**config.mk**
```make
export PLATFORM = sky130hd
export DESIGN_NAME = tbmc_cell
export DESIGN_NICKNAME = d
export VERILOG_FILES = /design/src/hdl/tbmc_pkg.sv /design/src/hdl/tbmc_cell.sv
export SDC_FILE = /design/constraint.sdc
export NUM_CORES = 1
export LEC_CHECK = 0
export BUFFER_PORTS_ARGS = -buffer_cell sky130_fd_sc_hd__clkbuf_2
export CORE_MARGIN = 8
export CORE_UTILIZATION = 37
export CTS_CLUSTER_DIAMETER = 150
export DETAILED_ROUTE_END_ITERATION = 8
export GPL_TIMING_DRIVEN = 0
export MAX_ROUTING_LAYER = met4
export PLACE_DENSITY = 0.77
export REMOVE_ABC_BUFFERS = 1
export SYNTH_ARGS = -nofsm -noshare
export SYNTH_HDL_FRONTEND = slang
export SYNTH_SLANG_ARGS = --single-unit
```
**constraint.sdc**
```tcl
create_clock -name clk -period 1.35 [get_ports clk]
set_input_delay 0.135 -clock clk [delete_from_list [all_inputs] [get_ports clk]]
set_output_delay 0.135 -clock clk [all_outputs]
set_load 0.05 [all_outputs]
```
**src/hdl/tbmc_pkg.sv**
```systemverilog
`default_nettype none

package tbmc_pkg;

  // Direction codes of a result.
  localparam logic [3:0] DIR_STAY       = 4'd0;
  localparam logic [3:0] DIR_LEFT       = 4'd1;
  localparam logic [3:0] DIR_RIGHT      = 4'd2;
  localparam logic [3:0] DIR_FRONT      = 4'd3;
  localparam logic [3:0] DIR_BACK       = 4'd4;
  localparam logic [3:0] DIR_LEFTFRONT  = 4'd5;
  localparam logic [3:0] DIR_LEFTBACK   = 4'd6;
  localparam logic [3:0] DIR_RIGHTFRONT = 4'd7;
  localparam logic [3:0] DIR_RIGHTBACK  = 4'd8;

  // Three-way decision along one axis.
  localparam logic [1:0] AX_NONE  = 2'd0;
  localparam logic [1:0] AX_ABOVE = 2'd1;
  localparam logic [1:0] AX_BELOW = 2'd2;

  // Configuration register indexes.
  localparam logic [2:0] CFG_X_COUNT    = 3'd0;
  localparam logic [2:0] CFG_X_DELAY    = 3'd1;
  localparam logic [2:0] CFG_AREA_COUNT = 3'd2;
  localparam logic [2:0] CFG_AREA_DELAY = 3'd3;
  localparam logic [2:0] CFG_VOTE_SPAN  = 3'd4;
  localparam logic [2:0] CFG_SMOOTHING  = 3'd5;

  // Arithmetic constants.
  localparam int NEAR_TAPS  = 5;
  localparam int THR_SHIFT  = 3;
  localparam int MIN_SCAN   = 64;
  localparam int DIV_W      = 29;
  localparam int DIVISOR_W  = 5;

  // Exact reciprocals for 32-bit unsigned operands: divide by 15, and by 5.
  // The area threshold divides by 4 first and then by 5, giving a division by 20.
  localparam logic [31:0] RECIP15     = 32'h8888_8889;
  localparam int          RECIP15_SH  = 35;
  localparam logic [31:0] RECIP5      = 32'hCCCC_CCCD;
  localparam int          RECIP5_SH   = 34;
  localparam int          AREA_PRE_SH = 2;

  // One history entry held by a cell.
  typedef struct packed {
    logic [11:0] x;
    logic [11:0] w;
    logic [23:0] a;
    logic [3:0]  dir;
  } cell_data_t;

  // Per-cell control.
  typedef struct packed {
    logic shift;
    logic rotate;
    logic set_dir;
  } cell_ctl_t;

  function automatic logic [1:0] lr_of(input logic [3:0] d);
    case (d)
      DIR_LEFT, DIR_LEFTFRONT, DIR_LEFTBACK:     lr_of = AX_ABOVE;
      DIR_RIGHT, DIR_RIGHTFRONT, DIR_RIGHTBACK:  lr_of = AX_BELOW;
      default:                                   lr_of = AX_NONE;
    endcase
  endfunction

  function automatic logic [1:0] fb_of(input logic [3:0] d);
    case (d)
      DIR_FRONT, DIR_LEFTFRONT, DIR_RIGHTFRONT:  fb_of = AX_ABOVE;
      DIR_BACK, DIR_LEFTBACK, DIR_RIGHTBACK:     fb_of = AX_BELOW;
      default:                                   fb_of = AX_NONE;
    endcase
  endfunction

  function automatic logic [3:0] dir_of(input logic [1:0] lr, input logic [1:0] fb);
    logic [3:0] d;
    d = DIR_STAY;
    case (lr)
      AX_ABOVE: begin
        d = (fb == AX_ABOVE) ? DIR_LEFTFRONT : (fb == AX_BELOW) ? DIR_LEFTBACK : DIR_LEFT;
      end
      AX_BELOW: begin
        d = (fb == AX_ABOVE) ? DIR_RIGHTFRONT : (fb == AX_BELOW) ? DIR_RIGHTBACK : DIR_RIGHT;
      end
      default: begin
        d = (fb == AX_ABOVE) ? DIR_FRONT : (fb == AX_BELOW) ? DIR_BACK : DIR_STAY;
      end
    endcase
    dir_of = d;
  endfunction

  // Above when near exceeds avg by more than thr, below when short by more.
  function automatic logic [1:0] cmp3(input logic [23:0] nearv, input logic [23:0] avg,
                                      input logic [23:0] thr);
    logic [1:0] r;
    r = AX_NONE;
    if (nearv > avg && (nearv - avg) > thr) begin
      r = AX_ABOVE;
    end else if (nearv < avg && (avg - nearv) > thr) begin
      r = AX_BELOW;
    end
    cmp3 = r;
  endfunction

endpackage

`default_nettype wire

```
**src/hdl/tbmc_cell.sv**
```systemverilog
`default_nettype none

module tbmc_cell
  import tbmc_pkg::*;
(
  input  wire        clk,
  input  wire        rst,
  input  cell_ctl_t  ctl,
  input  cell_data_t shift_d,
  input  cell_data_t rot_d,
  input  wire [3:0]  dir_new,
  output cell_data_t q
);

  always_ff @(posedge clk) begin
    // Frame payload: shift on a new frame, rotate during a scan.
    if (ctl.shift) begin
      q.x <= shift_d.x;
      q.w <= shift_d.w;
      q.a <= shift_d.a;
    end else if (ctl.rotate) begin
      q.x <= rot_d.x;
      q.w <= rot_d.w;
      q.a <= rot_d.a;
    end
    // Stored direction resets to stay.
    if (rst) begin
      q.dir <= DIR_STAY;
    end else if (ctl.shift) begin
      q.dir <= shift_d.dir;
    end else if (ctl.rotate) begin
      q.dir <= rot_d.dir;
    end else if (ctl.set_dir) begin
      q.dir <= dir_new;
    end
  end

endmodule

`default_nettype wire

```
### Yosys cells after proc, flatten, opt, wreduce, memory -nomap -nowiden

Index checks and enable logic that the tools add are counted.

* register bits after elaboration: 52
* input port bits: 113
* output and inout port bits: 52
* word-level logic and storage cells: 11

* muxes and demuxes: 5
* reductions and logical operators: 2

Operator list (count)
* $mux W48: 2
* $mux W4: 3
* $reduce_bool A3 Y1: 1
* $reduce_bool A2 Y1: 1

### Longest topological paths before layout

Gate-level depths: netlist of run 1.

* depth in word-level cells: 3
* gate-level depth with buffers: 4
* depth with buffers taken out: 3

### Worst setup path after synthesis of run 1

OpenSTA, ideal clock, no wires.

* path type: input port to flip-flop
* from: input port ctl[2] in the netlist's numbering
* to: register q[10] in the netlist's numbering (enable)
* setup time: 384 ps
* data arrival time: 1066 ps
* required time: 966 ps
* setup slack: -101 ps
* stages: 3
* path buffers: 2
* path through: buf_4 > buf_6 > or2_2

* longest elaborated chain between the ends: 1

Ends and longest elaborated chain
* from (decl): line tbmc_cell.sv:8 `input cell_ctl_t ctl,`
* $reduce_bool A2 Y1 (no source line)
* to (decl): line tbmc_cell.sv:12 `output cell_data_t q`

No other way between the ends.
A chain may end at the register's enable or synchronous reset.

### Worst setup path after layout of run 1

* from: input port ctl[2] in the netlist's numbering
* to: register q[37] in the netlist's numbering (enable)

Same word-level chain as after synthesis.

==> run metrics, run 1 <==
Wirelength per Cell 17.0 um; number of vias per cell 4.65; r2r setup slk 720 ps; PD cells 1300 mW/mm^2; Synth Register Bits 52; period utilisation layout 0.922; slowest CP cell clkbuf_4; worst hold path type in -> reg; clock latency on the worst-skew pair 300 ps; clock share of power 0.252; layout cells sized above 1 0.756; Num CTS Buffers 5; Final min period 1240 ps; drt pass-1 iters 4; Yosys cell types 12; fin area 0.00327 sq mm; TNS Setup 0 ps; # setup viols final 0; RSZ-0062 raised after global routing no; drt drc 0; Syn-to-layout area delta 43.1%; CP max FO 59; syn_area_per_cell 17.7 sq um; Ports 165; Mapped Cells 129; sw frac 0.328; max-slew violation count 0; RR Endpoint q[3]$_SDFFE_PP0P_; GRT Util Overall 0.142; WP data arrival 1210 ps; antenna cells 0; Die Ht 94.5 um; Die ar. 0.00894 sq mm; htree depth 2; PortBufs 164; largest net degree at the start of global routing 60; PostCTS Resize Cnt 3; GP Congestion 0.738; drt initial violations 44; CTS clk-pin slew, worst paths 100 ps; NetSw 1.39 mW; Seq pwr share 0.471; measured slew at the worst slew-check pin 714 ps; routed wire length 6280 um; WHS Path Cells 3; via count 1721; vias in the first global route 1898; biggest regs q (52); fin nets 407; Post-CTS Setup Bufs 0; min-delay src shift_d[0]; Gate power share 0.277; Area after DPL 0.00314 sq mm; Final Hold Viols 0; synth warn 0; status finished, final reports clean; fmax 0.804 GHz; Crit Path Category in -> reg; Root Driver clkbuf_8; max reg flops 52; sequential fraction of the synthesis area 0.667; reg2reg start q[3]$_SDFFE_PP0P_; first-pass GRT wire length 9520 um; TritonCTS clock tree built; gr ovfl total 0; crit-path cells clkbuf_4 > or2_4; clock skew 0 ps; relative slew slack 0.524; die width 94.5 um; Crit. End Element flip-flop; Crit path required time 1320 ps; Pleak 1.49 nW; top register by number of flip-flops q; Syn Std Cell Area 0.00228 sq mm; max incr delay on CP 580 ps; Core ar. 0.00596 sq mm; CP delay by family, top buffers and inverters; post-detail-place hpwl 5030 um; Worst IR Drop VDD 674 uV; Clock Sink Count 52; Hold-fix buffers, CTS 0; WP buf/inv 1; Clock Tree Buf Depth 2; DRT antenna net count 0; Int Pwr 2.86 mW; FP Rows 28; initial antenna violation count 0; reg2reg path depth 2; initial core utilization 0.383; crit path launch type primary input; # Max-Cap Violations 0; Worst Hold Path EP q[0]$_SDFFE_PP0P_
[layout make-up]
cell class,count,area [sq um]
clock inverters,3,46.3
clock buffers,5,68.8
repair buffers,164,823
fillers,492,2690
flip-flops and latches,52,1520
well taps,75,93.8
multi-input cells,71,713
[cells in the final DEF (no fill, tap or decap)]
master | netlist | routed
clkbuf_2 | 0 | 163
mux2_2 | 48 | 48
edfxtp_1 | 48 | 48
nor2b_1 | 8 | 8
clkbuf_8 | 0 | 5
a211oi_1 | 4 | 4
nand3b_1 | 4 | 4
o41ai_1 | 4 | 4
dfxtp_1 | 4 | 4
or2_4 | 0 | 2
nor3_2 | 1 | 1
clkinvlp_4 | 0 | 1
inv_6 | 0 | 1
bufinv_16 | 0 | 1
clkbuf_4 | 0 | 1
[logic make-up after synthesis]
kind of cell | after synthesis | share of synthesized area
flip-flops | 52 | 0.667
AND/OR/NAND/NOR | 14 | 0.0422
AO/OA/AOI/OAI | 8 | 0.0285
buffers and inverters | 7 | 0.0258
multiplexers | 48 | 0.237
[metal layers]
| metal | vias up | share of wire | global-route usage |
|---|---|---|---|
| li1 | 835 | - | - |
| met1 | 775 | 0.37 | 0.153 |
| met2 | 103 | 0.50 | 0.241 |
| met3 | 8 | 0.11 | 0.0429 |
| met4 | 0 | 0.016 | 0.0494 |
| met5 | - | 0 | - |
[how the worst max path moves through the flow]
stage	slack, ps	depth (start not counted)	to	start
detailed placement	-1200	2	q[12]$_DFFE_PP_	ctl[2]
floorplan	190	1	q[10]$_DFFE_PP_	ctl[1]
global placement	-1180	2	q[12]$_DFFE_PP_	ctl[2]
CTS	110	2	q[12]$_DFFE_PP_	ctl[2]
global route	20	2	q[4]$_DFFE_PP_	ctl[2]
finish	110	2	q[37]$_DFFE_PP_	ctl[2]
[Yosys cell counts]
master,n,share of area
a211oi_1,4,0.013
mux2_2,48,0.24
edfxtp_1,48,0.63
nor3_2,1,0.0044
o41ai_1,4,0.015
buf_4,2,0.0066
or2_2,1,0.0027
nor2b_1,8,0.022
buf_2,2,0.0044
nand3b_1,4,0.013
buf_6,3,0.015
dfxtp_1,4,0.035
[worst register-to-register path: cells and delay by family (launching register included)]
kind	cells	cell delay, ps
compound gates	1	90
simple gates	1	80
flops	1	350
[stage by stage]
step | util | hold WS (ps) | total power [mW] | cells | setup slack [ps]
after global routing | 0.549 | 112 | 4.45 | 370 | 15.6
after detailed placement | 0.527 | 441 | 3.23 | 361 | -1200
after global placement | 0.527 | 424 | 3.21 | 361 | -1180
after CTS | 0.549 | 104 | 4.32 | 370 | 105
after floorplan | - | 237 | 2.83 | 122 | 193
final | 0.549 | 114 | 4.25 | 370 | 106
[power groups by stage]
| stage | clock network [mW] | logic, mW | registers (mW) |
|---|---|---|---|
| 2_1_floorplan | 0 | 0.164 | 2.66 |
| 3_3_place_gp | 0 | 1.18 | 2.03 |
| 3_5_place_dp | 0 | 1.19 | 2.04 |
| 4_1_cts | 1.12 | 1.20 | 2.01 |
| 5_1_grt | 1.18 | 1.24 | 2.03 |
| 6_report | 1.07 | 1.18 | 2.00 |
No activity file was read; power rests on OpenSTA's default activity.
==> run 2, diff against run 1 <==
- HOLD_SLACK_MARGIN: unset -> 0.05
- MAX_ROUTING_LAYER: met4 -> unset
==> run metrics, run 2 (synthesized netlist as in run 1, its figures left out) <==
most common cell after layout, fill and taps aside clkbuf_2; antenna cells 0 (unchanged); Worst IR Drop VDD 674 uV (about the same); Pleak 1.49 nW (unchanged); # setup viols final 0 (unchanged); fmax 0.806 GHz (+0.23%); Root Driver clkbuf_8; TritonCTS clock tree built; Die ar. 0.00894 sq mm (unchanged); routed wire length 6290 um (about the same); Cell Count, Final, Fillers Out 370 (unchanged); RSZ-0062 raised after global routing no; crit path launch type primary input; initial antenna violation count 0 (unchanged); largest net degree at the start of global routing 60 (unchanged); # placed instances 361 (unchanged); most frequent cells in the layout clkbuf_2 (163), mux2_2 (48), edfxtp_1 (48), nor2b_1 (8), clkbuf_8 (5); crit-path cells clkbuf_4 > or2_4; clock skew 0 ps (unchanged); Crit. End Element flip-flop; vias in the first global route 1903 (+0.26%); DRT antenna net count 0 (unchanged); worst hold path type in -> reg; # Max-Cap Violations 0 (unchanged); sw frac 0.328 (+0.000385); slowest CP cell clkbuf_4; Hold WS 114 ps (-0.0740 ps); Core ar. 0.00596 sq mm (unchanged); gr ovfl total 0 (unchanged); Final min period 1240 ps (-2.86 ps); Filler Cell Count 492 (unchanged); period utilisation layout 0.919 (-0.00212); max-slew violation count 0 (unchanged); initial core utilization 0.383 (unchanged); CP max FO 59 (unchanged); GRT Util Overall 0.138 (-0.00409); via count 1716 (-0.29%); htree depth 2 (unchanged); CP delay by family, top buffers and inverters; first-pass GRT wire length 9530 um (about the same); measured slew at the worst slew-check pin 715 ps (+0.470 ps); clock share of power 0.252 (about the same); Clock Tree Buf Depth 2 (unchanged); WP buf/inv 1 (unchanged); max reg flops 52 (unchanged); GP Congestion 0.729 (-1.2%); FP Rows 28 (unchanged); Num CTS Buffers 5 (unchanged); die width 94.5 um (unchanged); NetSw 1.40 mW (+0.18%); layout cells sized above 1 0.756 (unchanged); max incr delay on CP 580 ps (about the same); Crit path required time 1320 ps (about the same); status finished, final reports clean; TNS Setup 0 ps (unchanged); WP data arrival 1210 ps (about the same); drt pass-1 iters 4 (unchanged); Syn-to-layout area delta 43.1% (unchanged); drt drc 0 (unchanged); PortBufs 164 (unchanged); PostCTS Resize Cnt 3 (unchanged); Gate power share 0.277 (about the same); Wirelength per Cell 17.0 um (about the same); Die Ht 94.5 um (unchanged); number of vias per cell 4.64 (-0.29%); PD cells 1300 mW/mm^2 (about the same); Hold-fix buffers, CTS 0 (unchanged); biggest regs q (52); top register by number of flip-flops q; clock latency on the worst-skew pair 300 ps (about the same); Int Pwr 2.86 mW (about the same); Seq pwr share 0.471 (about the same); relative slew slack 0.523 (about the same); Setup WS post-layout 109 ps (+2.86 ps); area of the multi-input gates 713 sq um (unchanged); post-detail-place hpwl 5030 um (unchanged); Final Hold Viols 0 (unchanged); CTS clk-pin slew, worst paths 100 ps (about the same); Post-CTS Setup Bufs 0 (unchanged); drt initial violations 32 (-27%); register area 0.00152 sq mm (unchanged); Clock Sink Count 52 (unchanged); dpl ws -1200 ps (unchanged); Ports 165 (unchanged); fin nets 407 (unchanged); Crit Path Category in -> reg
==> run 2: cell counts in the layout (fill, tap and decap cells not counted) <==
Identical to the previous run, type by type.
==> run 2: power groups by stage <==
stage	registers [mW]	logic (mW)	clock network (mW)
2_1_floorplan	2.66	0.164	0
3_3_place_gp	2.03	1.18	0
3_5_place_dp	2.04	1.19	0
4_1_cts	2.01	1.20	1.12
5_1_grt	2.03	1.24	1.18
6_report	2.00	1.18	1.07
==> run 2: path summary, 6_finish.rpt <==
| check | from | endpoint | slack (ps) | depth (start not counted) |
|---|---|---|---|---|
| max | ctl[2] | q[37]$_DFFE_PP_ | 110 | 2 |
| min | shift_d[0] | q[0]$_SDFFE_PP0P_ | 110 | 3 |
| min reg2reg | q[0]$_SDFFE_PP0P_ | q[0]$_SDFFE_PP0P_ | 490 | 2 |
| max reg2reg | q[3]$_SDFFE_PP0P_ | q[3]$_SDFFE_PP0P_ | 720 | 2 |
==> run 2: routing by layer <==
| metal | vias to the layer above | wire [um] | global-route usage |
|---|---|---|---|
| met1 | 766 | 2310 | 0.153 |
| met4 | 0 | 122 | 0.0494 |
| li1 | 835 | - | - |
| met3 | 10 | 744 | 0.0460 |
| met2 | 105 | 3110 | 0.240 |
| met5 | - | 0 | 0 |
==> run 2: stage by stage <==
step / utilization / total power [mW] / instance area [sq um]
global placement: 0.527 / 3.21 / 3140
CTS: 0.549 / 4.32 / 3270
global route: 0.549 / 4.45 / 3270
detailed placement: 0.527 / 3.23 / 3140
finish: 0.549 / 4.25 / 3270
floorplan: - / 2.83 / 2220
==> run 2: area by class of cell <==
type                            count  share of cell area
Clock buffer                        5              0.0211
Multi-Input combinational cell     71               0.218
Timing Repair Buffer              164               0.252
Sequential cell                    52               0.466
Tap cell                           75              0.0287
Clock inverter                      3              0.0142
==> run 2: worst min-delay path: cells and delay by family <==
| family | cells | cell delay [ps] |
|---|---|---|
| simple gates | 1 | 100 |
| compound gates | 1 | 70 |
| buf+inv | 1 | 80 |
