[src/hdl/tbmc_pkg.sv]
`default_nettype none

package tbmc_pkg;

  // Direction codes of a result.
  localparam logic [3:0] DIR_STAY       = 4'd0;
  localparam logic [3:0] DIR_LEFT       = 4'd1;
  localparam logic [3:0] DIR_RIGHT      = 4'd2;
  localparam logic [3:0] DIR_FRONT      = 4'd3;
  localparam logic [3:0] DIR_BACK       = 4'd4;
  localparam logic [3:0] DIR_LEFTFRONT  = 4'd5;
  localparam logic [3:0] DIR_LEFTBACK   = 4'd6;
  localparam logic [3:0] DIR_RIGHTFRONT = 4'd7;
  localparam logic [3:0] DIR_RIGHTBACK  = 4'd8;

  // Three-way decision along one axis.
  localparam logic [1:0] AX_NONE  = 2'd0;
  localparam logic [1:0] AX_ABOVE = 2'd1;
  localparam logic [1:0] AX_BELOW = 2'd2;

  // Configuration register indexes.
  localparam logic [2:0] CFG_X_COUNT    = 3'd0;
  localparam logic [2:0] CFG_X_DELAY    = 3'd1;
  localparam logic [2:0] CFG_AREA_COUNT = 3'd2;
  localparam logic [2:0] CFG_AREA_DELAY = 3'd3;
  localparam logic [2:0] CFG_VOTE_SPAN  = 3'd4;
  localparam logic [2:0] CFG_SMOOTHING  = 3'd5;

  // Arithmetic constants.
  localparam int NEAR_TAPS  = 5;
  localparam int THR_SHIFT  = 3;
  localparam int MIN_SCAN   = 64;
  localparam int DIV_W      = 29;
  localparam int DIVISOR_W  = 5;

  // Exact reciprocals for 32-bit unsigned operands: divide by 15, and by 5.
  // The area threshold divides by 4 first and then by 5, giving a division by 20.
  localparam logic [31:0] RECIP15     = 32'h8888_8889;
  localparam int          RECIP15_SH  = 35;
  localparam logic [31:0] RECIP5      = 32'hCCCC_CCCD;
  localparam int          RECIP5_SH   = 34;
  localparam int          AREA_PRE_SH = 2;

  // One history entry held by a cell.
  typedef struct packed {
    logic [11:0] x;
    logic [11:0] w;
    logic [23:0] a;
    logic [3:0]  dir;
  } cell_data_t;

  // Per-cell control.
  typedef struct packed {
    logic shift;
    logic rotate;
    logic set_dir;
  } cell_ctl_t;

  function automatic logic [1:0] lr_of(input logic [3:0] d);
    case (d)
      DIR_LEFT, DIR_LEFTFRONT, DIR_LEFTBACK:     lr_of = AX_ABOVE;
      DIR_RIGHT, DIR_RIGHTFRONT, DIR_RIGHTBACK:  lr_of = AX_BELOW;
      default:                                   lr_of = AX_NONE;
    endcase
  endfunction

  function automatic logic [1:0] fb_of(input logic [3:0] d);
    case (d)
      DIR_FRONT, DIR_LEFTFRONT, DIR_RIGHTFRONT:  fb_of = AX_ABOVE;
      DIR_BACK, DIR_LEFTBACK, DIR_RIGHTBACK:     fb_of = AX_BELOW;
      default:                                   fb_of = AX_NONE;
    endcase
  endfunction

  function automatic logic [3:0] dir_of(input logic [1:0] lr, input logic [1:0] fb);
    logic [3:0] d;
    d = DIR_STAY;
    case (lr)
      AX_ABOVE: begin
        d = (fb == AX_ABOVE) ? DIR_LEFTFRONT : (fb == AX_BELOW) ? DIR_LEFTBACK : DIR_LEFT;
      end
      AX_BELOW: begin
        d = (fb == AX_ABOVE) ? DIR_RIGHTFRONT : (fb == AX_BELOW) ? DIR_RIGHTBACK : DIR_RIGHT;
      end
      default: begin
        d = (fb == AX_ABOVE) ? DIR_FRONT : (fb == AX_BELOW) ? DIR_BACK : DIR_STAY;
      end
    endcase
    dir_of = d;
  endfunction

  // Above when near exceeds avg by more than thr, below when short by more.
  function automatic logic [1:0] cmp3(input logic [23:0] nearv, input logic [23:0] avg,
                                      input logic [23:0] thr);
    logic [1:0] r;
    r = AX_NONE;
    if (nearv > avg && (nearv - avg) > thr) begin
      r = AX_ABOVE;
    end else if (nearv < avg && (avg - nearv) > thr) begin
      r = AX_BELOW;
    end
    cmp3 = r;
  endfunction

endpackage

`default_nettype wire

[src/hdl/tbmc_div.sv]
`default_nettype none

module tbmc_div
  import tbmc_pkg::*;
(
  input  wire                 clk,
  input  wire                 rst,
  input  wire                 start,
  input  wire [DIV_W-1:0]     dividend,
  input  wire [DIVISOR_W-1:0] divisor,
  output logic                busy,
  output logic [DIV_W-1:0]    quotient
);

  localparam int CNT_W = $clog2(DIV_W + 1);

  logic [DIVISOR_W-1:0] rem;
  logic [DIVISOR_W-1:0] dvs;
  logic [CNT_W-1:0]     cnt;
  logic [DIVISOR_W:0]   trial;
  logic                 fits;

  // One quotient bit per cycle, restoring scheme.
  assign trial = {rem, quotient[DIV_W-1]};
  assign fits  = (trial >= {1'b0, dvs});

  always_ff @(posedge clk) begin
    if (rst) begin
      busy <= 1'b0;
      cnt  <= '0;
    end else if (start) begin
      busy <= 1'b1;
      cnt  <= CNT_W'(DIV_W);
    end else if (busy) begin
      cnt <= cnt - CNT_W'(1);
      if (cnt == CNT_W'(1)) begin
        busy <= 1'b0;
      end
    end
  end

  always_ff @(posedge clk) begin
    if (start) begin
      quotient <= dividend;
      dvs      <= divisor;
      rem      <= '0;
    end else if (busy) begin
      rem      <= fits ? DIVISOR_W'(trial - {1'b0, dvs}) : trial[DIVISOR_W-1:0];
      quotient <= {quotient[DIV_W-2:0], fits};
    end
  end

endmodule

`default_nettype wire

[config.mk]
export PLATFORM = sky130hd
export DESIGN_NAME = tbmc_div
export DESIGN_NICKNAME = d
export VERILOG_FILES = /design/src/hdl/tbmc_pkg.sv /design/src/hdl/tbmc_div.sv
export SDC_FILE = /design/constraint.sdc
export NUM_CORES = 1
export LEC_CHECK = 0
export ABC_AREA = 1
export BUFFER_PORTS_ARGS = -buffer_cell sky130_fd_sc_hd__buf_4
export CORE_MARGIN = 3
export CORE_UTILIZATION = 39
export DETAILED_ROUTE_END_ITERATION = 7
export PLACE_DENSITY = 0.62
export SYNTH_ARGS = -nofsm -noshare
export SYNTH_HDL_FRONTEND = slang
export SYNTH_SLANG_ARGS = --single-unit
[constraint.sdc]
create_clock -name clk -period 4 [get_ports clk]
set_input_delay 0.4 -clock clk [delete_from_list [all_inputs] [get_ports clk]]
set_output_delay 0.4 -clock clk [all_outputs]
set_load 0.01 [all_outputs]
* Yosys cells after proc, flatten, opt, wreduce, memory -nomap -nowiden
Index checks and enable logic that the tools add are counted.
** Cells by class
- Mux-type cells :: 8
- Equality and inequality tests :: 1
- Multiply operators :: 0
- Bitwise gates (word level) :: 0
- Reduce and logical (&&, ||, !) cells :: 2
- $add $sub $neg :: 2
- Magnitude comparators :: 1
- Div/mod/pow operators :: 0
- Shifts and indexed selects :: 0
** Operators by type and width (number)
- $mux W29 :: 2
- $mux W5 :: 3
- $ge A6 B5 Y1 :: 1
- $eq A5 B1 Y1 const B :: 1
- $sub A5 B1 Y5 const B :: 1
- $sub A5 B5 Y5 :: 1
- $mux W1 :: 3
- $reduce_bool A2 Y1 :: 1
- $reduce_or A2 Y1 :: 1
** Storage, ports and cells
- Register bits :: 45
- Input port bits :: 37
- Memory bits (writable) :: 0
- Output and inout port bits :: 30
- Bits in latches :: 0
- Bits in read-only memories :: 0
- Memories :: 0

* Logic depth before layout (Yosys ltp)
Gate-level depths: netlist (run 1).
- Depth after elaboration :: 4
- Depth in mapped cells :: 11
- Gate-level depth less buffers :: 11

* Least setup slack after synthesis (run 1)
OpenSTA, ideal clock, no wires.
- Path type :: reg-to-reg
- From :: register quotient[28]
- To :: register quotient[0] (data pin)
- Stages on the path, launching flop included :: 9
- Clock period less this slack :: 1.679 ns
- Setup slack :: 2.321 ns
- Arrival time :: 1.414 ns
- Path buffers :: 0
- Cells stage by stage :: edfxtp_1 inv_1 ha_1 inv_1 fa_1 nand2_1 nand2_2 nand3_4 a31oi_1
** On the way
- Word-level cells in the longest chain between the ends :: 3
** RTL lines
- start, declared :: line tbmc_div.sv:12 : output logic [DIV_W-1:0] quotient
- start signal, assigned :: line tbmc_div.sv:44 : quotient <= dividend;
- start signal, assigned :: line tbmc_div.sv:49 : quotient <= {quotient[DIV_W-2:0], fits};
- $ge A6 B5 Y1 :: line tbmc_div.sv:25 : assign fits = (trial >= {1'b0, dvs});
- $mux W29 :: line tbmc_div.sv:47 : end else if (busy) begin
- $mux W29 :: line tbmc_div.sv:43 : if (start) begin
No other way between the ends. The select of a mux whose other input is x is not followed.
A chain may end at the register's enable or synchronous reset.

* Worst setup path after layout (run 1)
- From :: register busy
- To :: register quotient[18] (enable)
** On the way
- Word-level cells in the longest chain between the ends :: 1
** RTL lines
- start, declared :: line tbmc_div.sv:11 : output logic busy,
- start signal, assigned :: line tbmc_div.sv:29 : busy <= 1'b0;
- start signal, assigned :: line tbmc_div.sv:32 : busy <= 1'b1;
- start signal, assigned :: line tbmc_div.sv:37 : busy <= 1'b0;
- $reduce_bool A2 Y1 (no line)
No other way between the ends.

==> impl_results.md, run 1 <==
- Outcome: finished clean
- DRC viols: 0
- Ports: 67
- Vias: 1,723
- Routed WL: 4700 um
- Hold WC Path Type: in -> reg
- DIE AREA: 0.00657 sq mm
- Layout Utilization: 53.6%
- Syn avg cell area: 9.19 sq um
- Later-pin clock latency in the skew report: 0.30 ns
- Fin area: approximately 0.0028 sq mm
- H-tree level count: 2
- Area grow syn2layout: 28.5%
- Pwr Total: around 1.1 mW
- Critical-path cell list: nor2_2 > inv_1
- Netlist Area Pre-Place: 0.00220 sq mm
- Die Wd: 81.0 um
- Asr flop ratio synth: 0%
- Total gr overflow: 0
- Post-CTS Hold Buffers: 0
- CTS max path bufs: 2
- Placed inst area: 0.00274 sq mm
- GRT Total Usage: 15.6%
- # nets final: 349
- Die Ht: 81.0 um
- Hpwl dp: ~3300 um
- Setup Skew: 0.00763 ns
- CP max FO: 30
- Final Slew Violations: 0
- Crit Path Category: reg -> reg
- Fin. Hold Viols: 0
- Reg clk slew, reported paths: about 0.09 ns
- Relative slew slack: 24.6%
- Number of setup buffers added after CTS: 0
- Top_reg_cell synth: edfxtp_1
- TritonCTS clock tree: yes
- Via density: 4.59
- Core box area: 0.00527 sq mm
- Gpl congestion: 0.757
- Final setup fails: 0
- Largest net degree at the start of global routing: 39
- Crit. End Element: register
- Starting Density: 41.7%
- Worst VDD drop: 0.000214 V
- Critical path launch point type: register
- # resized after CTS: 0
- Tightest Pin Transition: roughly 1.1 ns
- Fin crit share: 47.8%
- Post-synth EDFFs: 34
- Critical path arrival: around 1.8 ns
- Root buf cell: clkbuf_8
- Buffers on Ports: 66
- Period minus WS final: approximately 1.9 ns
- Slowest CP cell: inv_1
- Worst EP required: 3.91 ns
- Initial DRC Count: 68
- Number of synthesis warnings: 0
- Vias in the first global route: 1,667
- Pwr Density: 397 mW/mm^2
- Final WS setup: 2.09 ns
- #FFs+latches synth: 45
- Crit path max-delay family: buffers and inverters
- CTS Buf Count: 5
- DRT Pass-1 Iters: 4
- Top-area cell type share of the netlist area: between 40% and 50%
- Maxcap violations: 0
- Global-route wire length before repair: ~7900 um
- Final ANT Viol Nets: 0
- Count of cell types in the netlist: 28
- Hold slack final: 0.276 ns
- Leak Pwr: about 1.4 nW
- Seq/Total Area, Yosys: 56.5%
- Fin cells: 375
- WL/cell: 12.5 um
- Fmax: 0.523 GHz
- Cell Rows: 26
- Place WS: 1.79 ns
- # diodes: 0
- Yosys top cell by area: edfxtp_1
- Most common cell in the netlist: nand2_1
- Layout cells sized above 1: 27.9%
- Post-synth top cells: nand2_1, edfxtp_1, inv_1
- Post-Synthesis Cells: between 200 and 250
- Initial antenna violation count: 0
- FILL cells: 504
- Buf+Inv Stages, Crit Path: 1
- CP peak stage delay: 0.84 ns
- Setup TNS: 0 ns
- RSZ-0062 raised after global routing: no
- Cells after DPL: ~370
- Clk sinks: 45
- Post-Syn Nets: ~280
- Top post-synthesis cells by area: edfxtp_1, nand2_1, dfxtp_1
==> final cells by class <==
type,count,area [sq um],share of cell area [%]
Clock buffer,7,76.3,2.70
Clock inverter,1,7.51,0.266
Inverter,25,93.8,3.32
Multi-Input combinational cell,161,821,29.1
Sequential cell,45,1240,44.0
Tap cell,70,87.6,3.10
Timing Repair Buffer,66,495,17.6
==> layer usage <==
metal / global-route usage, % / wire length (um)
met1: 21.2 / 2200
met2: 23.7 / 2110
met3: 4.77 / 321
met4: 5.07 / 63
met5: 0 / 0
==> sequential cells by signal, summed over array words and instances (netlist names) <==
| signal | count |
|---|---|
| quotient | 29 |
| cnt | 5 |
| busy | 1 |
| dvs | 5 |
| rem | 5 |
==> layout by cell type (no fill, tap or decap), types with 2 or more instances in the layout <==
cell type,synthesis,final
a21oi_1,4,4
a31oi_1,3,3
buf_4,0,66
clkbuf_1,0,2
clkbuf_8,0,5
dfxtp_1,11,11
edfxtp_1,34,34
ha_1,7,7
inv_1,21,21
inv_2,3,3
nand2_1,109,109
nand3_1,13,13
nand4_1,2,2
nor2_1,4,4
nor2_2,2,2
nor2_8,2,2
o211ai_1,2,2
o21ai_1,2,2
==> worst register-to-register path, cell delays in order, from the launching register on <==
cell and delay [ns]:
dfxtp_1 0.54, nor2_2 0.14, inv_1 0.84
==> where the power goes <==
group	total [mW]	switching (mW)	internal, mW
sequential	0.591	0.0310	0.560
combinational	0.252	0.136	0.116
clock	0.278	0.154	0.124
==> logic make-up after synthesis <==
| family | after synthesis | share of synthesized area [%] |
|---|---|---|
| buffers and inverters | 33 | 6.10 |
| DFF | 45 | 56.5 |
| AOI/OAI and AO/OA | 12 | 3.25 |
| and+or+nand+nor | 140 | 28.8 |
| xor gates and xnor gates | 1 | 0.399 |
| adders and majority gates | 8 | 4.90 |
==> worst paths after layout <==
| kind | start | end | slack, ns | cells past startpoint |
|---|---|---|---|---|
| worst min-delay path | rst | cnt[3] | 0.28 | 2 |
| worst min register to register | rem[4] | rem[4] | 0.47 | 2 |
| worst max register to register | busy | quotient[18] | 2.09 | 2 |
| worst max-delay path | busy | quotient[18] | 2.09 | 2 |
(Power assumes the default switching activity.)
==> run 2: changes to the inputs <==
Clock period 4 ns to 1.84 ns, I/O delays scaled along.
==> run 2 against run 1 <==
Against the previous run: die area unchanged; via count increased by 0.70%; first-iteration DRC count increased by 37%; sequential power increased by 120%; largest power group unchanged; flip-flop and latch count unchanged; register-to-register slack got worse by 1.9 ns; global-route usage decreased by 0.59 points; non-clock buffer count increased by 3; maximum frequency increased by 15%; clock power increased by 120%; sequential share of layout area decreased by 0.62 points; clock skew about the same.
==> impl_results.md, run 2 (same netlist as run 1, synthesis figures left out) <==
- Post-CTS Hold Buffers: 0
- Layout cells sized above 1: 29.5%
- Most common cell after layout, fill and taps aside: nand2_1
- Critical path arrival: 1.69 ns
- CP max FO: 8
- Vias in the first global route: 1,643
- Routed WL: 4520 um
- CP peak stage delay: 0.39 ns
- Total gr overflow: 0
- Reg clk slew, reported paths: about 0.090 ns
- Clk sinks: 45
- FILL cells: 511
- GRT Total Usage: 15.0%
- Hold-critical path endpoint: cnt[3]
- Hold WC Path Type: in -> reg
- Relative slew slack: around three fifths
- Place WS: between 0.1 and 0.15 ns
- Outcome: finished clean
- Pwr Total: 2.44 mW
- Initial DRC Count: between 90 and 100
- Crit. End Element: register
- Most frequent cells in the layout: nand2_1, buf_4, edfxtp_1, inv_1, nand3_1
- Setup slack, reg-to-reg: 0.18 ns
- Later-pin clock latency in the skew report: ~0.30 ns
- Die Wd: between 80 and 90 um
- Maxcap violations: 0
- CTS Buf Count: 5
- Ports: 67
- Fin. Hold Viols: 0
- CTS max path bufs: 2
- Final ANT Viol Nets: 0
- # nets final: 352
- Max FFs per register: 29
- Worst Hold Depth: 2
- Largest net degree at the start of global routing: 35
- Final setup fails: 0
- Final Slew Violations: 0
- RSZ-0062 raised after global routing: no
- Gpl congestion: slightly below 0.8
- Vias: 1,735
- Cell Rows: 26
- DRC viols: 0
- # diodes: 0
- Global-route wire length before repair: between 7000 and 8000 um
- Tightest Pin Transition: 0.584 ns
- Crit Path Category: reg -> reg
- Buffers on Ports: 66
- DIE AREA: 0.00657 sq mm
- Area grow syn2layout: 30.4%
- Via density: around 4.6
- TritonCTS clock tree: yes
- Setup Skew: 0.00731 ns
- Fmax: 0.603 GHz
- Final WS setup: 0.181 ns
- Number of setup buffers added after CTS: 0
- Biggest register: quotient
- Launching point of the worst reg2reg path: quotient[28]
- Die Ht: about 81 um
- Crit-path most repeated cell: inv_1
- Hold path start: rst
- Leak Pwr: 1.41 nW
- Setup TNS: 0 ns
- Reg-to-Reg End: quotient[0]
- DRT Pass-1 Iters: 4
- H-tree level count: 2
- Hpwl dp: roughly 3300 um
- Fin crit share: 90.2%
- Core box area: 0.00527 sq mm
- WL/cell: 12.0 um
- Initial antenna violation count: 0
- Critical path launch point type: register
- Slowest CP cell: edfxtp_1
- Root buf cell: clkbuf_8
- Worst VDD drop: between 0.0004 and 0.0005 V
- Critical-path cell list: inv_1 > ha_1 > inv_1 > fa_2 > nand2_1 > nand2_2 > nand3_4 > a31oi_1
- Starting Density: 41.7%
- Worst EP required: 1.88 ns
- Worst-case reg-to-reg path depth: 8
- Period minus WS final: 1.66 ns
- Layout Utilization: a little over half
- Pwr Density: 852 mW/mm^2
-- run 2: cell types whose count changed in the layout (fill, tap and decap cells not counted) --
cell	delta
fa_2	+1
fa_1	-1
clkinv_2	+2
clkbuf_1	-2
buf_4	+2
buf_12	+1
-- run 2: repair_timing --
action	4_1_cts	5_1_grt
resized for setup	0	1
endpoints found under the setup margin	0	5
endpoints found under the hold margin	0	0
-- run 2: power by group --
| group | leakage [nW] | internal (mW) | switching [mW] |
|---|---|---|---|
| sequential | 0.437 | 1.21 | 0.0610 |
| clock | 0.0439 | 0.263 | 0.343 |
| combinational | 0.934 | 0.264 | 0.296 |
| total | 1.41 | 1.74 | 0.699 |
-- run 2: stage by stage --
step | instance area [sq um] | hold WS [ns] | std cells
floorplan | 2200 | 0.253 | 239
global placement | 2770 | 0.363 | 370
detailed placement | 2770 | 0.364 | 370
CTS | 2860 | 0.0425 | 378
global route | 2860 | 0.0415 | 378
finish | 2860 | 0.0511 | 378
-- run 2: cell type report --
type	count	area, sq um	area share [%]
clock buffers	5	68.8	2.40
clock inverters	3	17.5	0.612
inverters	25	93.8	3.28
multi-input cells	161	823	28.8
flip-flops and latches	45	1240	43.4
well taps	70	87.6	3.06
repair buffers	69	531	18.5
-- run 2: worst max path at each step --
stage / startpoint / endpoint / slack, ns / depth (start not counted)
final: quotient[28] / quotient[0] / 0.18 / 8
after global routing: quotient[28] / quotient[0] / 0.02 / 8
after CTS: quotient[28] / quotient[0] / 0.12 / 8
after detailed placement: quotient[28] / quotient[0] / 0.13 / 8
after global placement: quotient[28] / quotient[0] / 0.16 / 8
after floorplan: quotient[28] / quotient[0] / 0.16 / 8
-- run 2: metal layers --
metal  track usage (%)  routed length, um  up-vias
li1                  -                  -      902
met1              18.1               1950      782
met2              24.9               2150       45
met3              5.32                361        6
met4              5.07                 63        0
met5                 0                  0        -
-- run 2: worst max-delay path, delay by kind of cell (launching register included) --
family,cells,cell delay (ns)
buffers and inverters,2,0.15
adder cells (fa/ha/maj),2,0.49
AND/OR/NAND/NOR,3,0.28
AO/OA/AOI/OAI,1,0.10
flip-flops,1,0.39
